$ cat config.mk
export PLATFORM = sky130hd
export DESIGN_NAME = ssc_ctrl
export DESIGN_NICKNAME = d
export VERILOG_FILES = /design/src/hdl/ssc_pkg.sv /design/src/hdl/ssc_ctrl.sv
export SDC_FILE = /design/constraint.sdc
export NUM_CORES = 1
export LEC_CHECK = 0
export ABC_CLOCK_PERIOD_IN_PS = 3800
export BUFFER_PORTS_ARGS = -buffer_cell sky130_fd_sc_hd__buf_2
export CORE_AREA = 2 2 39 41
export DETAILED_ROUTE_END_ITERATION = 10
export DIE_AREA = 0 0 41 43
export MAX_ROUTING_LAYER = met4
export PLACE_DENSITY_LB_ADDON = 0.3
export SLEW_MARGIN = 10
export SYNTH_ARGS = -nofsm -noshare
export SYNTH_HDL_FRONTEND = slang
export SYNTH_SLANG_ARGS = --single-unit
export TNS_END_PERCENT = 10
$ cat constraint.sdc
create_clock -name aclk -period 3.8 [get_ports aclk]
set_clock_uncertainty 0.15 [all_clocks]
set_input_delay 0.38 -clock aclk [delete_from_list [all_inputs] [get_ports aclk]]
set_output_delay 0.38 -clock aclk [all_outputs]
set_load 0.02 [all_outputs]
$ cat src/hdl/ssc_pkg.sv
// ----------------------------------------------------------------------------
// ssc_pkg
// Shared types, field layout and sequencing codes of the sample statistics
// and correlation block.
// ----------------------------------------------------------------------------
`timescale 1ns / 1ps

package ssc_pkg;

    localparam int X_W         = 24;
    localparam int COUNT_OUT_W = 11;
    localparam int SUM_OUT_W   = 34;
    localparam int VAR_W       = 47;
    localparam int STD_W       = 24;
    localparam int CORR_W      = 32;
    localparam int CORR_FRAC   = 30;
    localparam int ROOT_IN_W   = 2 * CORR_FRAC + 1;
    localparam int ROOT_W      = CORR_FRAC + 1;

    localparam int S_DATA_W = 2 * X_W;
    localparam int M_DATA_W = 224;
    localparam int M_USER_W = 2;

    localparam int OFF_COUNT = 0;
    localparam int OFF_SUM   = OFF_COUNT + COUNT_OUT_W;
    localparam int OFF_MEAN  = OFF_SUM + SUM_OUT_W;
    localparam int OFF_MIN   = OFF_MEAN + X_W;
    localparam int OFF_MAX   = OFF_MIN + X_W;
    localparam int OFF_VAR   = OFF_MAX + X_W;
    localparam int OFF_STD   = OFF_VAR + VAR_W;
    localparam int OFF_CORR  = OFF_STD + STD_W;

    localparam int USER_STATUS     = 0;
    localparam int USER_CORR_VALID = 1;

    typedef enum logic [2:0] {
        ST_ACC,
        ST_FLUSH,
        ST_ISSUE,
        ST_WAIT,
        ST_OUT
    } ssc_state_t;

    typedef enum logic [3:0] {
        OP_N_SXX,
        OP_SX_SX,
        OP_N_SYY,
        OP_SY_SY,
        OP_N_SXY,
        OP_SX_SY,
        OP_N_N,
        OP_DX_DY,
        OP_A_A,
        OP_DIV_MEAN,
        OP_DIV_VAR,
        OP_DIV_CORR,
        OP_SQRT_VAR,
        OP_SQRT_CORR
    } ssc_op_t;

    localparam ssc_op_t OP_FIRST = OP_N_SXX;
    localparam ssc_op_t OP_LAST  = OP_SQRT_CORR;

    typedef enum logic [1:0] {
        UNIT_MUL,
        UNIT_DIV,
        UNIT_SQRT
    } ssc_unit_t;

    typedef struct packed {
        logic    in_ready;
        logic    clear;
        logic    start_mul;
        logic    start_div;
        logic    start_sqrt;
        logic    latch;
        logic    load_out;
        ssc_op_t op;
    } ssc_cmd_t;

    typedef struct packed {
        logic overflowed;
        logic mul_done;
        logic div_done;
        logic sqrt_done;
        logic out_busy;
    } ssc_sts_t;

    function automatic ssc_unit_t op_unit(ssc_op_t op);
        ssc_unit_t u;
        if (op inside {OP_DIV_MEAN, OP_DIV_VAR, OP_DIV_CORR}) begin
            u = UNIT_DIV;
        end else if (op inside {OP_SQRT_VAR, OP_SQRT_CORR}) begin
            u = UNIT_SQRT;
        end else begin
            u = UNIT_MUL;
        end
        return u;
    endfunction

endpackage

$ cat src/hdl/ssc_ctrl.sv
// ----------------------------------------------------------------------------
// ssc_ctrl
// Sequencer: accumulation, then a fixed program of multiply, divide and
// square-root steps, skipped on overflow, then loading of the result register.
// ----------------------------------------------------------------------------
`timescale 1ns / 1ps

module ssc_ctrl (
    input  logic              aclk,
    input  logic              aresetn,
    input  logic              s_tvalid,
    input  logic              s_tlast,
    input  ssc_pkg::ssc_sts_t sts,
    output ssc_pkg::ssc_cmd_t cmd
);

    import ssc_pkg::*;

    ssc_state_t state_reg, state_next;
    ssc_op_t    op_reg, op_next;
    logic       unit_done;

    always_ff @(posedge aclk) begin
        if (!aresetn) begin
            state_reg <= ST_ACC;
            op_reg    <= OP_FIRST;
        end else begin
            state_reg <= state_next;
            op_reg    <= op_next;
        end
    end

    always_comb begin
        state_next = state_reg;
        op_next    = op_reg;
        cmd        = '0;
        cmd.op     = op_reg;
        case (op_unit(op_reg))
            UNIT_DIV:  unit_done = sts.div_done;
            UNIT_SQRT: unit_done = sts.sqrt_done;
            default:   unit_done = sts.mul_done;
        endcase
        case (state_reg)
            ST_ACC: begin
                cmd.in_ready = 1'b1;
                if (s_tvalid && s_tlast) begin
                    state_next = ST_FLUSH;
                end
            end
            ST_FLUSH: begin
                op_next    = OP_FIRST;
                state_next = sts.overflowed ? ST_OUT : ST_ISSUE;
            end
            ST_ISSUE: begin
                case (op_unit(op_reg))
                    UNIT_DIV:  cmd.start_div  = 1'b1;
                    UNIT_SQRT: cmd.start_sqrt = 1'b1;
                    default:   cmd.start_mul  = 1'b1;
                endcase
                state_next = ST_WAIT;
            end
            ST_WAIT: begin
                if (unit_done) begin
                    cmd.latch = 1'b1;
                    if (op_reg == OP_LAST) begin
                        state_next = ST_OUT;
                    end else begin
                        op_next    = ssc_op_t'(4'(op_reg + 4'd1));
                        state_next = ST_ISSUE;
                    end
                end
            end
            ST_OUT: begin
                if (!sts.out_busy) begin
                    cmd.load_out = 1'b1;
                    cmd.clear    = 1'b1;
                    state_next   = ST_ACC;
                end
            end
            default: begin
                state_next = ST_ACC;
            end
        endcase
    end

endmodule

==> results.md, run 1 <==
- P_leak: 0.317 nW
- Critical path type: flip-flop to output pin
- Post-synth top flop: dfxtp_1
- Vias in the first global route: 534
- Worst path slowest cell: dfxtp_1
- Commonest cells in the netlist: 8 x nand2_1, 8 x nand3_1, 7 x dfxtp_1
- Routed wl met2: 655 um
- Cts hold-fix bufs: 0
- CTS max path bufs: 2
- Antenna Nets Post-Route: 0
- H-tree Lvls: 1
- Largest net degree at the start of global routing: 16
- Initial antenna violation count: 0
- Crit-path cells: inv_1 > ha_1 > nor3_1 > o22a_2 > and2_4 > nor2_1 > buf_2
- MaxCap Viol Count: 0
- Final core occ: 52.9%
- TritonCTS Buffers: 3
- Worst skew pair latency: 0.25 ns
- Syn Nets: 90
- Worst-path maximum fanout: 7
- Fin area: 732 um2
- Nets: 110
- DR WL/cell: 12.3 um
- Maximum clock frequency: 404 MHz
- Adder-Cell Fraction of Synth Area: 8.11%
- TNS Setup: 0 ns
- CP bufs+invs: 2
- First-pass GRT wire length: 2.24 mm
- Area delta synth->final: 18.7%
- Setup WS pre-CTS: 1.58 ns
- WL met3: 77 um
- Worst vdd ir: 0.144 mV
- XOR/XNOR Fraction of Synth Area: 0%
- Worst reg2reg path startpoint: op_reg[0]$_SDFFE_PN0P_
- EDFF count, synth: 0
- Vias: 627
- Final worst path period need: 2.47 ns
- Worst path required time: 3.27 ns
- CTS Sinks: 7
- RSZ-0062 raised after global routing: false
- Die area: 1760 um2
- Hold slack: 0.295 ns
- Post-synth top area share: 22.7%
- Max FFs per register: 4
- Crit path to: cmd[5]
- WP depth: 7
- Post-DR vias/cell: 5.60
- Final worst-path cycle share: 65.1%
- Cell Area, Placed: 706 um2
- Synth area leader: dfxtp_1
- Pwr Density: 243 nW/um2
- Seq/Total Area, Yosys: 22.7%
- Die extent in x: 41 um
- DR iter-0 viols: 3
- # IOs: 20
- Largest family of logic cells by synthesized area: simple AND/OR/NAND/NOR gates
- Synth Register Bits: 7
- Worst reg2reg path endpoint: op_reg[3]$_SDFFE_PN0P_
- Least-Margin Pin Slew: 0.472 ns
- Fill cells: 140
- Post-synth ARST share: 0%
- Crit end category: output pin
- Slowest cell delay on critical path: 0.42 ns
- Buffers on Ports: 19
- Max-slew headroom: 68.5%
- Postcts setup bufs: 0
- Mux cell area share after synthesis: 3.25%
- Synthesized cell area: 617 um2
- Synth Area in Compound Gates: 23.1%
- Post-CTS sizing: 0
- Congestion Overflow GR: 0
- Die Ht: 43 um
- Final Hold Viols: 0
- Share of layout cells above drive strength 1: 28.1%
- CP Data Arrival Time: 1.94 ns
- CP top delay family: simple AND/OR/NAND/NOR gates
- Tot GR Track Use: 19.0%
- R2r setup slk: 1.90 ns
- Syn_area_per_cell: 8.01 um2
- Ant. Diodes: 0
- Total iterations of the first detailed-routing run: 2
- FP Rows: 14
- Status: complete, no violations
- Core area: 1380 um2
- Final worst-path setup slack: 1.33 ns
- Starting density of the core: 44.6%
- Post-synthesis cell count: 77
- Metal-1 WL: 620 um
- CTS tree: done
- Max-slew violations: 0
- Syn. warnings: 0
- Drt total wl: 1.38 mm
- CTS root buffer: clkbuf_4
- Unique cell type count in the Yosys netlist: 32
- Final setup viols: 0
- Routability cong.: 0.904
- DP Wirelength: 1.09 mm
- Worst-path clk slew: 0.05 ns
- Reg2reg path depth: 6
- Post-Synth Simple-Gate Area: 34.9%
- Main area contributors after synthesis: dfxtp_1 23%, ha_1 8.1%, nand3_1 6.5%, nand2_1 4.9%, o311ai_4 4.3%
- Max layer used: met4
- DRC violations left: 0
- Worst hold path type: input port to flip-flop
- Worst setup startpoint: op_reg[0]$_SDFFE_PN0P_
- Startpoint types: flip-flop
==> worst min path at each step <==
stage | startpoint | to | slack (ns) | cells after the start
2_1_floorplan | state_reg[2]$_SDFFE_PN0P_ | state_reg[0]$_SDFFE_PN0P_ | 0.35 | 1
3_3_place_gp | op_reg[3]$_SDFFE_PN0P_ | op_reg[3]$_SDFFE_PN0P_ | 0.39 | 2
3_5_place_dp | op_reg[3]$_SDFFE_PN0P_ | op_reg[3]$_SDFFE_PN0P_ | 0.41 | 2
4_1_cts | sts[4] | state_reg[2]$_SDFFE_PN0P_ | 0.29 | 3
5_1_grt | sts[4] | state_reg[2]$_SDFFE_PN0P_ | 0.33 | 3
6_report | sts[4] | state_reg[2]$_SDFFE_PN0P_ | 0.30 | 3
==> report_power, final <==
part | total [mW] | switching, mW | internal, mW
combinational | 0.0314 | 0.0180 | 0.0134
clock | 0.0663 | 0.0263 | 0.0400
sequential | 0.0800 | 0.00449 | 0.0755
total | 0.178 | 0.0488 | 0.129
==> worst reg2reg max path: stages, from the launching register on <==
cell      delay [ns]
dfxtp_1         0.42
inv_1           0.11
ha_1            0.22
and2b_1         0.25
o311ai_4        0.13
a211oi_1        0.34
mux2i_1         0.21
==> routing by layer <==
metal	up-vias	global-route usage, %
met3	2	3.14
met1	286	22.0
li1	322	-
met4	0	8.00
met2	17	30.6
met5	-	-
==> cell families (layout without fill, tap and decap cells) <==
kind of cell               Yosys count  in the layout
DFF                                  7              7
AOI/OAI and AO/OA                   16             16
adders and majority gates            4              4
buffers and inverters               10             29
muxes                                2              2
and+or+nand+nor                     38             38
==> per-stage QoR <==
| stage | power [mW] | instances |
|---|---|---|
| after CTS | 0.182 | 112 |
| after detailed placement | 0.113 | 108 |
| after global routing | 0.190 | 112 |
| after floorplan | 0.102 | 77 |
| after global placement | 0.112 | 108 |
| final | 0.178 | 112 |
==> cell usage in the layout (no fill, tap or decap), types with 2 or more instances in the layout <==
master and n:
nor4b_1 2, inv_1 6, nand2_1 8, nor2_1 5
nand2b_1 2, and3_1 3, mux2i_1 2, and2b_1 2
clkbuf_4 3, nand3_1 8, dfxtp_1 7, nor3_1 2
ha_1 4, buf_2 19, o311ai_1 2, a21oi_1 5
==> cell type report <==
class | instances | area [um2] | share of cell area, %
clock buffer | 4 | 26.3 | 3.59
inverter | 6 | 22.5 | 3.08
multi-input combinational | 60 | 428 | 58.5
sequential | 7 | 140 | 19.1
tap | 16 | 20.0 | 2.74
timing repair buffer | 19 | 95.1 | 13.0
No activity file was read; power rests on OpenSTA's default activity.
==> inputs of run 2 (changes only) <==
ABC_CLOCK_PERIOD_IN_PS = 2150   (was 3800)
CORE_AREA = 2 2 41 43   (was 2 2 39 41)
DIE_AREA = 0 0 43 45   (was 0 0 41 43)
clock period = 2.15 ns   (was 3.8 ns; I/O delays follow)
==> run 2 against run 1 <==
Net effect: register-to-register slack lost 1.6 ns; flip-flop and latch count is the same; routed wire length grew 14%; global-route usage shrank 1.1 points; largest cell class unchanged; die area grew 9.8%; clock-buffer cell count is the same; setup slack lost 1.2 ns; first-iteration DRC count grew to 10 times the previous value; cell area grew 7.5%; cell count grew 3.6%; sequential power grew 76%.
==> results.md, run 2 (synthesized netlist as in run 1, its figures left out) <==
- Max layer used: met4
- Cell Area, Placed: 706 um2
- Cts hold-fix bufs: 0
- Most frequent cells in the layout: 19 x buf_2, 8 x nand2_1, 8 x nand3_1
- Die extent in x: 43 um
- FP Rows: 14
- TNS Setup: 0 ns
- Worst path slowest cell: dfxtp_4
- DP Wirelength: 1.07 mm
- Nets: 114
- Worst-path maximum fanout: 7
- Final worst path period need: 2.06 ns
- Routability cong.: 0.899
- Metal-1 WL: 652 um
- Final Hold Viols: 0
- Max-slew headroom: 68.3%
- Setup WS pre-CTS: 0.113 ns
- DR WL/cell: 13.5 um
- Die area: 1940 um2
- MaxCap Viol Count: 0
- Starting density of the core: 41.9%
- Buffers on Ports: 19
- CP Data Arrival Time: 1.70 ns
- # IOs: 20
- Most common cell after layout, fill and taps aside: buf_2
- Congestion Overflow GR: 0
- DRC violations left: 0
- Core area: 1470 um2
- Critical path type: flip-flop to output pin
- DP Cell Count: 108
- Crit-path cells: inv_2 > ha_1 > o211ai_1 > o22a_2 > and2_4 > nor2_1 > buf_2
- Least-Margin Pin Slew: 0.474 ns
- Non-filler cells, final: 116
- Worst hold path type: input port to flip-flop
- Post-DR vias/cell: 5.78
- Final worst-path cycle share: 96.0%
- Area delta synth->final: 27.6%
- CTS Sinks: 7
- Final setup viols: 0
- Max-slew violations: 0
- RSZ-0062 raised after global routing: false
- WL met3: 108 um
- Status: complete, no violations
- TritonCTS Buffers: 3
- Final worst-path setup slack: 0.0858 ns
- Initial antenna violation count: 0
- CTS root buffer: clkbuf_4
- Tot GR Track Use: 17.9%
- Maximum clock frequency: 484 MHz
- CTS tree: done
- Drt total wl: 1.57 mm
- Worst path required time: 1.78 ns
- Final Total Pwr: 319 uW
- CTS max path bufs: 2
- Worst Hold Path Cells: 3
- Final core occ: 53.5%
- Share of layout cells above drive strength 1: 38.0%
- Pwr Density: 405 nW/um2
- DR iter-0 viols: 31
- Worst vdd ir: 0.237 mV
- Hold slack: 0.137 ns
- Die Ht: 45 um
- First-pass GRT wire length: 2.49 mm
- Crit end category: output pin
- Fin area: 787 um2
- Vias in the first global route: 598
- Routed wl met2: 792 um
- Antenna Nets Post-Route: 0
- H-tree Lvls: 1
- Startpoint types: flip-flop
- Max FFs per register: 4
- Largest net degree at the start of global routing: 16
- Total iterations of the first detailed-routing run: 4
- Reg2reg path depth: 7
- Ant. Diodes: 0
- Vias: 671
- Slowest cell delay on critical path: 0.39 ns
- Worst skew pair latency: 0.25 ns
- Worst-path clk slew: 0.05 ns
- P_leak: 0.336 nW
==> run 2: final timing paths <==
check / slack [ns] / start / endpoint
max reg2reg: 0.26 / op_reg[0]$_SDFFE_PN0P_ / op_reg[3]$_SDFFE_PN0P_
max: 0.09 / op_reg[0]$_SDFFE_PN0P_ / cmd[5]
min: 0.14 / sts[4] / state_reg[2]$_SDFFE_PN0P_
min reg2reg: 0.41 / op_reg[1]$_SDFFE_PN0P_ / op_reg[1]$_SDFFE_PN0P_
==> run 2: power by group <==
part | switching (mW) | internal, mW | total, mW
Clock | 0.0480 | 0.0708 | 0.119
Combinational | 0.0336 | 0.0261 | 0.0597
Sequential | 0.00829 | 0.132 | 0.141
Total | 0.0899 | 0.229 | 0.319
==> run 2: cell type report <==
type,count,area (um2)
clock buffer,4,26.3
sequential,7,145
fill,144,684
multi-input combinational,60,448
timing repair buffer,23,125
inverter,6,22.5
tap,16,20.0
==> run 2: critical path, delay by kind of cell (launching register included) <==
kind                     cells  cell delay [ns]
buffers and inverters        2             0.21
AO/OA/AOI/OAI                2             0.48
flip-flops                   1             0.39
AND/OR/NAND/NOR              2             0.19
adder cells (fa/ha/maj)      1             0.20
==> run 2: timing repair <==
item / in CTS / in global routing
gates resized for setup: 6 / 3
pin swaps: 4 / 3
buffers inserted: 3 / 1
gates cloned: 0 / 0
endpoints found under the setup margin: 1 / 1
==> run 2: routing by layer <==
layer / GRT usage (%) / up-vias
met3: 3.60 / 2
met5: - / -
met4: 9.70 / 0
li1: - / 326
met1: 19.6 / 314
met2: 30.6 / 29
